[config.mk]
export PLATFORM = sky130hd
export DESIGN_NAME = longest_subnet_link_lookup_unit
export DESIGN_NICKNAME = d
export VERILOG_FILES = /design/src/rtl/lsll_pkg.sv /design/src/rtl/lsll_ram.sv /design/src/rtl/longest_subnet_link_lookup_unit.sv
export SDC_FILE = /design/constraint.sdc
export NUM_CORES = 2
export LEC_CHECK = 0
export BUFFER_PORTS_ARGS = -buffer_cell sky130_fd_sc_hd__buf_2
export CORE_MARGIN = 2
export CORE_UTILIZATION = 40
export DETAILED_ROUTE_END_ITERATION = 6
export HOLD_SLACK_MARGIN = 0.03
export PLACE_DENSITY = 0.57
export SLEW_MARGIN = 10
export SYNTH_ARGS = -nofsm -noshare
export SYNTH_HDL_FRONTEND = slang
export SYNTH_SLANG_ARGS = --single-unit
export TNS_END_PERCENT = 100
[constraint.sdc]
create_clock -name clk -period 23 [get_ports clk]
set_input_delay 1.15 -clock clk [delete_from_list [all_inputs] [get_ports clk]]
set_output_delay 1.15 -clock clk [all_outputs]
set_load 0.02 [all_outputs]
[src/rtl/lsll_pkg.sv]
// ---------------------------------------------------------------------------
// Longest subnet link lookup package
// Shared sizes, mode and record codes, the table entry layout and the
// link byte mask helper.
// ---------------------------------------------------------------------------
package lsll_pkg;

	localparam int TABLE_ENTRIES = 16;
	localparam int LINK_BYTES    = 8;

	localparam int IDX_W = (TABLE_ENTRIES > 1) ? $clog2(TABLE_ENTRIES) : 1;
	localparam int CNT_W = $clog2(TABLE_ENTRIES + 1);

	localparam int S_DATA_W = 136;
	localparam int S_USER_W = 5;
	localparam int M_DATA_W = 136;
	localparam int M_USER_W = 1;

	// Operation codes carried in the low bits of s_tuser
	typedef enum logic [1:0] {
		MODE_CLEAR  = 2'd0,
		MODE_LOAD   = 2'd1,
		MODE_LOOKUP = 2'd2,
		MODE_NONE   = 2'd3
	} mode_t;

	// Record families of a load
	typedef enum logic [1:0] {
		KIND_LINK  = 2'd0,
		KIND_IPV4  = 2'd1,
		KIND_OTHER = 2'd2,
		KIND_RSVD  = 2'd3
	} kind_t;

	// Lookup sequencer states
	typedef enum logic [1:0] {
		ST_IDLE,
		ST_SCAN,
		ST_LAST,
		ST_FINISH
	} state_t;

	// One table entry as stored in the RAM
	typedef struct packed {
		logic        has_link;
		logic [3:0]  link_len;
		logic [63:0] link;
		logic [31:0] mask;
		logic [31:0] ip;
	} entry_t;

	localparam int ENTRY_W = $bits(entry_t);

	// Byte mask that keeps the low len bytes of a link address
	function automatic logic [63:0] link_mask(input logic [3:0] len);
		logic [63:0] m;
		m = '0;
		for (int b = 0; b < 8; b++) begin
			if (4'(b) < len) begin
				m[8*b +: 8] = 8'hFF;
			end
		end
		return m;
	endfunction

endpackage

[src/rtl/lsll_ram.sv]
// ---------------------------------------------------------------------------
// Generic RAM
// One write port and one read port, read data registered.
// ---------------------------------------------------------------------------
module lsll_ram #(
	parameter int WIDTH = 8,
	parameter int DEPTH = 16
) (
	input  logic                                        clk,
	input  logic                                        we,
	input  logic [((DEPTH > 1) ? $clog2(DEPTH) : 1)-1:0] waddr,
	input  logic [WIDTH-1:0]                            wdata,
	input  logic                                        re,
	input  logic [((DEPTH > 1) ? $clog2(DEPTH) : 1)-1:0] raddr,
	output logic [WIDTH-1:0]                            rdata
);

	logic [WIDTH-1:0] mem [DEPTH];

	// Write port
	always_ff @(posedge clk) begin
		if (we) begin
			mem[waddr] <= wdata;
		end
	end

	// Registered read port
	always_ff @(posedge clk) begin
		if (re) begin
			rdata <= mem[raddr];
		end
	end

endmodule

[src/rtl/longest_subnet_link_lookup_unit.sv]
// ---------------------------------------------------------------------------
// Longest subnet link lookup unit
// Clear and load beats are taken only while the sequencer is idle. A lookup
// walks the stored entries in turn through the single table read port,
// feeding one shared mask comparator, then passes the last and finish
// states to a registered result; with an empty table it goes straight to
// the finish state. No new beat is taken until the lookup is through, and
// a held reply stalls the next lookup before its result stage.
// Reset clears the sequencer, entry count and current link; table contents
// stay undefined and need no clearing pass.
// ---------------------------------------------------------------------------
module longest_subnet_link_lookup_unit
	import lsll_pkg::*;
(
	input  logic                clk,
	input  logic                arst_n,
	input  logic                s_tvalid,
	output logic                s_tready,
	// ip_address, net_mask, link_address, link_length, zero pad
	input  logic [S_DATA_W-1:0] s_tdata,
	// mode, entry_kind, broadcast_capable
	input  logic [S_USER_W-1:0] s_tuser,
	output logic                m_tvalid,
	input  logic                m_tready,
	// query_address, found_link_address, found_link_length, best_mask, zero pad
	output logic [M_DATA_W-1:0] m_tdata,
	// link_found
	output logic [M_USER_W-1:0] m_tuser
);

	// Input beat fields
	mode_t       in_mode;
	kind_t       in_kind;
	logic        in_bcast;
	logic [31:0] in_ip;
	logic [31:0] in_mask;
	logic [63:0] in_link;
	logic [3:0]  in_len;
	logic [3:0]  sat_len;
	logic        in_acc;

	assign in_mode  = mode_t'(s_tuser[1:0]);
	assign in_kind  = kind_t'(s_tuser[3:2]);
	assign in_bcast = s_tuser[4];
	assign in_ip    = s_tdata[31:0];
	assign in_mask  = s_tdata[63:32];
	assign in_link  = s_tdata[127:64];
	assign in_len   = s_tdata[131:128];
	assign in_acc   = s_tvalid && s_tready;
	assign sat_len  = (in_len > 4'(LINK_BYTES)) ? 4'(LINK_BYTES) : in_len;

	// Sequencer and table state
	state_t            state_q, state_d;
	logic [CNT_W-1:0]  count_q;
	logic [IDX_W-1:0]  idx_q;
	logic              cmp_vld_q;
	logic [63:0]       cur_link_q;
	logic [3:0]        cur_len_q;
	logic              cur_valid_q;
	logic [31:0]       query_q;

	// Best match so far
	logic              matched_q;
	logic [31:0]       best_mask_q;
	logic [63:0]       best_link_q;
	logic [3:0]        best_len_q;
	logic              best_has_q;

	// Output register
	logic              m_valid_q;
	logic [31:0]       out_query_q;
	logic              out_found_q;
	logic [63:0]       out_link_q;
	logic [3:0]        out_len_q;
	logic [31:0]       out_mask_q;

	// Sequencer outputs
	logic              rd_en;
	logic              fin;
	logic              last_idx;
	logic              lookup_go;

	// Table RAM ports
	logic              wr_en;
	entry_t            wr_entry;
	entry_t            rd_entry;
	logic [ENTRY_W-1:0] rd_word;

	assign last_idx  = (CNT_W'(idx_q) == (count_q - CNT_W'(1)));
	assign lookup_go = in_acc && (in_mode == MODE_LOOKUP);

	// Next state
	always_comb begin
		state_d = state_q;
		case (state_q)
			ST_IDLE: begin
				if (lookup_go) begin
					state_d = (count_q == '0) ? ST_FINISH : ST_SCAN;
				end
			end
			ST_SCAN: begin
				if (last_idx) begin
					state_d = ST_LAST;
				end
			end
			ST_LAST: begin
				state_d = ST_FINISH;
			end
			ST_FINISH: begin
				if (!m_valid_q || m_tready) begin
					state_d = ST_IDLE;
				end
			end
			default: begin
				state_d = ST_IDLE;
			end
		endcase
	end

	// Sequencer outputs
	always_comb begin
		s_tready = 1'b0;
		rd_en    = 1'b0;
		fin      = 1'b0;
		case (state_q)
			ST_IDLE:   s_tready = 1'b1;
			ST_SCAN:   rd_en = 1'b1;
			ST_LAST:   rd_en = 1'b0;
			ST_FINISH: fin = !m_valid_q || m_tready;
			default:   s_tready = 1'b0;
		endcase
	end

	always_ff @(posedge clk or negedge arst_n) begin
		if (!arst_n) begin
			state_q   <= ST_IDLE;
			cmp_vld_q <= 1'b0;
		end else begin
			state_q   <= state_d;
			cmp_vld_q <= rd_en;
		end
	end

	// Walk the table index
	always_ff @(posedge clk) begin
		if (lookup_go) begin
			idx_q <= '0;
		end else if (rd_en && !last_idx) begin
			idx_q <= idx_q + IDX_W'(1);
		end
	end

	// Table writes: append broadcast IPv4 records while room remains
	assign wr_en = in_acc && (in_mode == MODE_LOAD) && (in_kind == KIND_IPV4) && in_bcast
		&& (count_q < CNT_W'(TABLE_ENTRIES));

	always_comb begin
		wr_entry.has_link = cur_valid_q;
		wr_entry.link_len = cur_len_q;
		wr_entry.link     = cur_link_q;
		wr_entry.mask     = in_mask;
		wr_entry.ip       = in_ip;
	end

	lsll_ram #(
		.WIDTH (ENTRY_W),
		.DEPTH (TABLE_ENTRIES)
	) u_table (
		.clk   (clk),
		.we    (wr_en),
		.waddr (count_q[IDX_W-1:0]),
		.wdata (wr_entry),
		.re    (rd_en),
		.raddr (idx_q),
		.rdata (rd_word)
	);

	assign rd_entry = entry_t'(rd_word);

	// Entry count and current link
	always_ff @(posedge clk or negedge arst_n) begin
		if (!arst_n) begin
			count_q     <= '0;
			cur_link_q  <= '0;
			cur_len_q   <= '0;
			cur_valid_q <= 1'b0;
		end else begin
			if (in_acc && (in_mode == MODE_CLEAR)) begin
				count_q <= '0;
			end else if (wr_en) begin
				count_q <= count_q + CNT_W'(1);
			end
			if (in_acc && (in_mode == MODE_LOAD) && (in_kind == KIND_LINK)) begin
				cur_link_q  <= in_link & link_mask(sat_len);
				cur_len_q   <= sat_len;
				cur_valid_q <= 1'b1;
			end
		end
	end

	// Shared comparator: subnet hit with a strictly larger mask
	logic hit;
	assign hit = cmp_vld_q && (((rd_entry.ip ^ query_q) & rd_entry.mask) == 32'd0)
		&& (!matched_q || (rd_entry.mask > best_mask_q));

	// Track the best entry
	always_ff @(posedge clk) begin
		if (lookup_go) begin
			query_q   <= in_ip;
			matched_q <= 1'b0;
		end else if (hit) begin
			matched_q   <= 1'b1;
			best_mask_q <= rd_entry.mask;
			best_link_q <= rd_entry.link;
			best_len_q  <= rd_entry.link_len;
			best_has_q  <= rd_entry.has_link;
		end
	end

	// Output register: hold until taken
	always_ff @(posedge clk or negedge arst_n) begin
		if (!arst_n) begin
			m_valid_q <= 1'b0;
		end else if (fin) begin
			m_valid_q <= 1'b1;
		end else if (m_tready) begin
			m_valid_q <= 1'b0;
		end
	end

	always_ff @(posedge clk) begin
		if (fin) begin
			out_query_q <= query_q;
			out_found_q <= matched_q && best_has_q;
			out_link_q  <= (matched_q && best_has_q) ? best_link_q : 64'd0;
			out_len_q   <= (matched_q && best_has_q) ? best_len_q : 4'd0;
			out_mask_q  <= matched_q ? best_mask_q : 32'd0;
		end
	end

	assign m_tvalid = m_valid_q;
	assign m_tdata  = {4'd0, out_mask_q, out_len_q, out_link_q, out_query_q};
	assign m_tuser  = out_found_q;

endmodule

* Word level (Yosys, flattened, before mapping)
Memories as Yosys holds them, arrays and structs flattened. A register that Yosys moved wholly into a read port is not among the register bits.
Cells that the tools add are included.
** Operators by class
- Add/sub/neg operators :: 3
- $lt $le $gt $ge :: 11
- Reductions and logical operators :: 26
- Bitwise operators :: 4
- Eq/ne operators :: 10
- Mux-type cells :: 31
** Operator list (count)
- two-way mux 8 bit :: 16
- AND 64 bit :: 1
- AND 32 bit :: 1
- > comparator 32 bit :: 1
- zero test 32 bit :: 1
- bitwise XOR 32 bit :: 1
- less-than comparator 3 x 4 -> 1 bit (first input constant) :: 4
- logical AND 1 bit :: 12
- two-way mux 5 bit :: 2
- less-than comparator 1 x 4 -> 1 bit (first input constant) :: 2
- less-than comparator 2 x 4 -> 1 bit (first input constant) :: 2
- two-way mux 2 bit :: 4
- one-hot mux 2 bit (4 select lines) :: 1
- two-way mux 1 bit :: 7
- == test 2 x 1 -> 1 bit (second input constant) :: 3
- == test 2 bit (second input constant) :: 3
- zero test 2 bit :: 3
- inequality test 2 bit (second input constant) :: 3
- adder 5 x 1 -> 5 bit (second input constant) :: 1
- == test 4 x 5 -> 1 bit :: 1
- zero test 5 bit :: 1
- less-than comparator 5 bit (second input constant) :: 1
- subtractor 5 x 1 -> 5 bit (second input constant) :: 1
- adder 4 x 1 -> 4 bit (second input constant) :: 1
- 8 further kinds :: 12
** Word-level totals
- Register bits after elaboration :: 349
- Output and inout bits :: 139
- RAM bits :: 2128
- Memories :: 1
** Memories
- u_table.mem :: depth 16, width 133, rd ports 1, clocked after Yosys merged registers in 1, write ports 1, RTL line lsll_ram.sv:18 : logic [WIDTH-1:0] mem [DEPTH];

* Longest topological paths before layout
- Depth after elaboration :: 9
- Depth in mapped cells :: 9
- Depth with buffers taken out :: 7

* By module
From an unflattened synthesis, not the netlist that was laid out.
** Second synthesis, totals
- Cells, all modules :: 4425
- Area total of the unflattened synthesis :: 97609.9 um^2
** Modules (own cells, without submodules)
- lsll_ram :: instances 1, cells an instance 3481, area each 84060.6 um^2, seq. area each 67895.1 um^2
- longest_subnet_link_lookup_unit :: instances 1, cells an instance 944, area each 13549.2 um^2, seq. area each 10039.6 um^2

* Worst setup path after synthesis
No wires, ideal clock.
- Kind :: input-to-reg
- Start :: input port s_tuser[0]
- End :: register best_has_q (enable)
- Arrival time :: 13058 ps
- Setup slack :: 9074 ps
- Required time :: 22132 ps
- Path buffers :: 0
- Stages on the path :: 5
- Path through :: nand4b_1 inv_1 a21oi_1 nand4_1 a2111oi_1
** Between the ends
- Cells in the longest elaborated chain, start to end :: 4
** RTL lines
- start: declaration :: RTL line longest_subnet_link_lookup_unit.sv:22 : input logic [S_USER_W-1:0] s_tuser,
- == test 2 bit :: RTL line longest_subnet_link_lookup_unit.sv:90 : assign lookup_go = in_acc && (in_mode == MODE_LOOKUP);
- logical AND 1 bit :: RTL line longest_subnet_link_lookup_unit.sv:90
- net lookup_go :: RTL line longest_subnet_link_lookup_unit.sv:81 : logic lookup_go;
- NOT 1 bit (no line)
- AND reduction 2 bit (no line)
- end signal: assignment :: RTL line longest_subnet_link_lookup_unit.sv:216 : best_has_q <= rd_entry.has_link;
- end: declaration :: RTL line longest_subnet_link_lookup_unit.sv:67 : logic best_has_q;
The timed path passes the listed nets, and every way through them passes these cells.
A chain may end at the register's enable or synchronous reset.

==> reports/metrics.cfg <==
[sta]
skew_ns=0.0671
finalCriticalPeriod_ns=5.56
tns_ns=0
final-setup-viol-count=0
hold_viol_final=0
relSlewSlack=0.222
rsz0062_at_grt=false
fmax_mhz=180
maxSlewViolCount=0
worst_slack_ns=17.44
fin_hold_ws_ns=0.383
worst_pin_slew_ns=1.17
fin_crit_sh=0.242

[drt]
routed_wl_um=258000
post_drt_wl_per_cell_um=29.1
post-route-drc-count=0
firstDrtPassIters=5
vias=49700
avgViaCountPerCell=5.60
first_iter_violations=4649
ant_nets=0

[yosys]
synth.area.mux_share=0.116
synthAdderAreaFrac=0.00519
syn_avg_cell_area_um2=19.5
synth_compound_area_frac=0.0466
ys_types=57
yosys.area_share.simple=0.0256
synth_top_family_by_area=multiplexers
ys_ff_latch=2610
yosys.area_share.xor_xnor=0.00346
ys_seq_area_frac=0.789
ys_top_cells_by_area=edfxtp_1 (77%), mux4_2 (6.1%), mux2i_1 (4.1%), dfrtp_1 (2.0%), mux2_2 (1.5%)
synth_top_area_share=0.768
synth-edff-count=2527
syn_area_um2=98800
yosys_warnings=0
netlist_instances=5060
synthArstFlopShare=0.0299
synth_area_leader_cell=edfxtp_1
synth_ff_type=edfxtp_1

[final_layout]
utilization=0.459
syn_to_final_growth_pct=14.3
fin_nets=5642
layout-drive-gt1-share=0.208

[power_and_ir_drop]
vdd.ir_drop.worst_uv=102
power.density_nw_per_um2=118
p_clk_frac=0.329
swShare=0.288
switchingPower_mw=3.85
power_frac_comb=0.209
p_leak_nw=38.4
p_seq_frac=0.462
intPower_mw=9.50

[die]
pin_count=284
fp.dieW_um=501
die_area_um2=251000
rows=182
die_h_um=501
start_util=0.402
coreArea_um2=246000

[worst_setup_path]
critPathMaxStageDelay_ns=0.91
critPathSlowestCell=buf_4
crit_type=flop to flop
worst-path-max-fanout=54
cp_cell_sequence=buf_4 > buf_4 > buf_4 > buf_4 > mux2_2 > o21ai_0 > a21oi_1 > a22oi_1 > nand2_1
cp.required_ns=23.67
cp.arrival_ns=6.22
startpoint_type=flop
endpoint_kind=flop
cpMostUsedCell=buf_4

[status]
status=completed

[clocking]
post_cts.repair.setup_buffers=0
cts.path.max_buffers=4
postCtsHoldBufs=0
cts_num_sinks=2610
cts_tree=built
clk_pin_slew_ns=0.06
htreeDepth=5
ctsResizeCount=0
clock_latency_ns=0.95
ctsRootBufferMaster=clkbuf_16
numCtsBuffers=284

[global_routing]
grt_pass1_vias=49900
grt_usage=0.203
grt_max_degree=127
antenna_found_initial=44
grt-ovfl-total=0
grt_first_pass_wirelength_um=363000

[worst_hold_path]
hold_class=primary input to asynchronous set/reset pin

[place]
io_buffer_count=275
hpwl_um=128000
gp_congestion=0.761
pre_cts_slack_ns=17.33

[job]
cap_viol_max_count=0

worst max-delay path, delay by kind of cell, from the launching register on:
kind	cells	cell delay [ns]
buf+inv	4	3.20
flops	1	0.87
simple gates	1	0.07
compound gates	3	0.44
mux	1	0.42
per-layer routing:
layer	track usage	vias up	part of all wire
li1	-	21300	-
met3	0.0358	450	0.064
met2	0.328	1629	0.48
met4	0.0646	14	0.030
met1	0.279	26300	0.43
met5	0	-	0.00031
power by group through the flow:
stage	Combinational [mW]	Sequential [mW]	Clock [mW]
4_1_cts	2.84	6.18	4.47
2_1_floorplan	1.96	6.14	0
5_1_grt	3.03	6.22	4.65
3_5_place_dp	2.83	6.28	0
6_report	2.79	6.17	4.39
3_3_place_gp	2.81	6.25	0
registers in the layout, summed over array words and instances (netlist names), 64 cells and up:
name	cells
u_table.mem	2128
best_link_q	64
u_table.rdata	133
out_link_q	64
cur_link_q	64
final timing paths:
path | start | endpoint | slack (ns) | cells past startpoint
max | idx_q[0] | u_table.rdata[16] | 17.44 | 9
max reg2reg | idx_q[0] | u_table.rdata[16] | 17.44 | 9
min | arst_n | cur_link_q[20] | 0.38 | 1
min reg2reg | u_table.rdata[114] | best_link_q[50] | 0.41 | 0
min in group clk | u_table.rdata[114] | best_link_q[50] | 0.41 | 0
max in group asynchronous | arst_n | cur_link_q[53] | 21.21 | 2
cell families after synthesis:
kind of cell	Yosys count
mux	799
compound gates	727
xor+xnor	39
buf+inv	306
flops	2610
fa+ha+maj	41
simple gates	537
other cells	1
layout by cell type, fill, tap and decap left out, types with 30 or more instances in the layout:
master,n
a221oi_1,134
ha_1,40
nand3_1,68
mux4_2,266
clkbuf_16,291
clkbuf_1,83
xor2_1,36
mux2_2,133
o21ai_0,275
a22oi_1,148
nand2_1,290
dfrtp_1,78
buf_2,274
edfxtp_1,2527
inv_1,39
mux2i_1,400
and3_1,68
clkinv_1,30
and2_1,33
buf_4,88
a21oi_1,146
clkinv_2,30
stage by stage:
step                      power (mW)  cells  cell area, um^2
final                           13.4   8881           113000
after global routing            13.9   8876           113000
after CTS                       13.5   8869           113000
after detailed placement        9.11   8390           104000
after global placement          9.07   8390           104000
after floorplan                 8.10   5063            98800
synth_stat cells (36+ instances only):
master	n
edfxtp_1	2527
mux2i_1	400
nand2_1	291
o21ai_0	275
mux4_2	266
a22oi_1	148
clkbuf_1	147
a21oi_1	146
a221oi_1	134
mux2_2	133
buf_2	80
dfrtp_1	78
and3_1	68
nand3_1	68
ha_1	41
inv_1	40
xor2_1	36
area by class of cell:
| class | count | area [um^2] |
|---|---|---|
| fill | 20700 | 133000 |
| inverter | 40 | 150 |
| multi-input combinational | 2147 | 19700 |
| tap | 3220 | 4030 |
| timing repair buffer | 373 | 2250 |
| antenna | 12 | 30.0 |
| clock inverter | 94 | 1060 |
| clock buffer | 385 | 7740 |
| sequential | 2610 | 78000 |
Power figures use the tool's default switching activity.
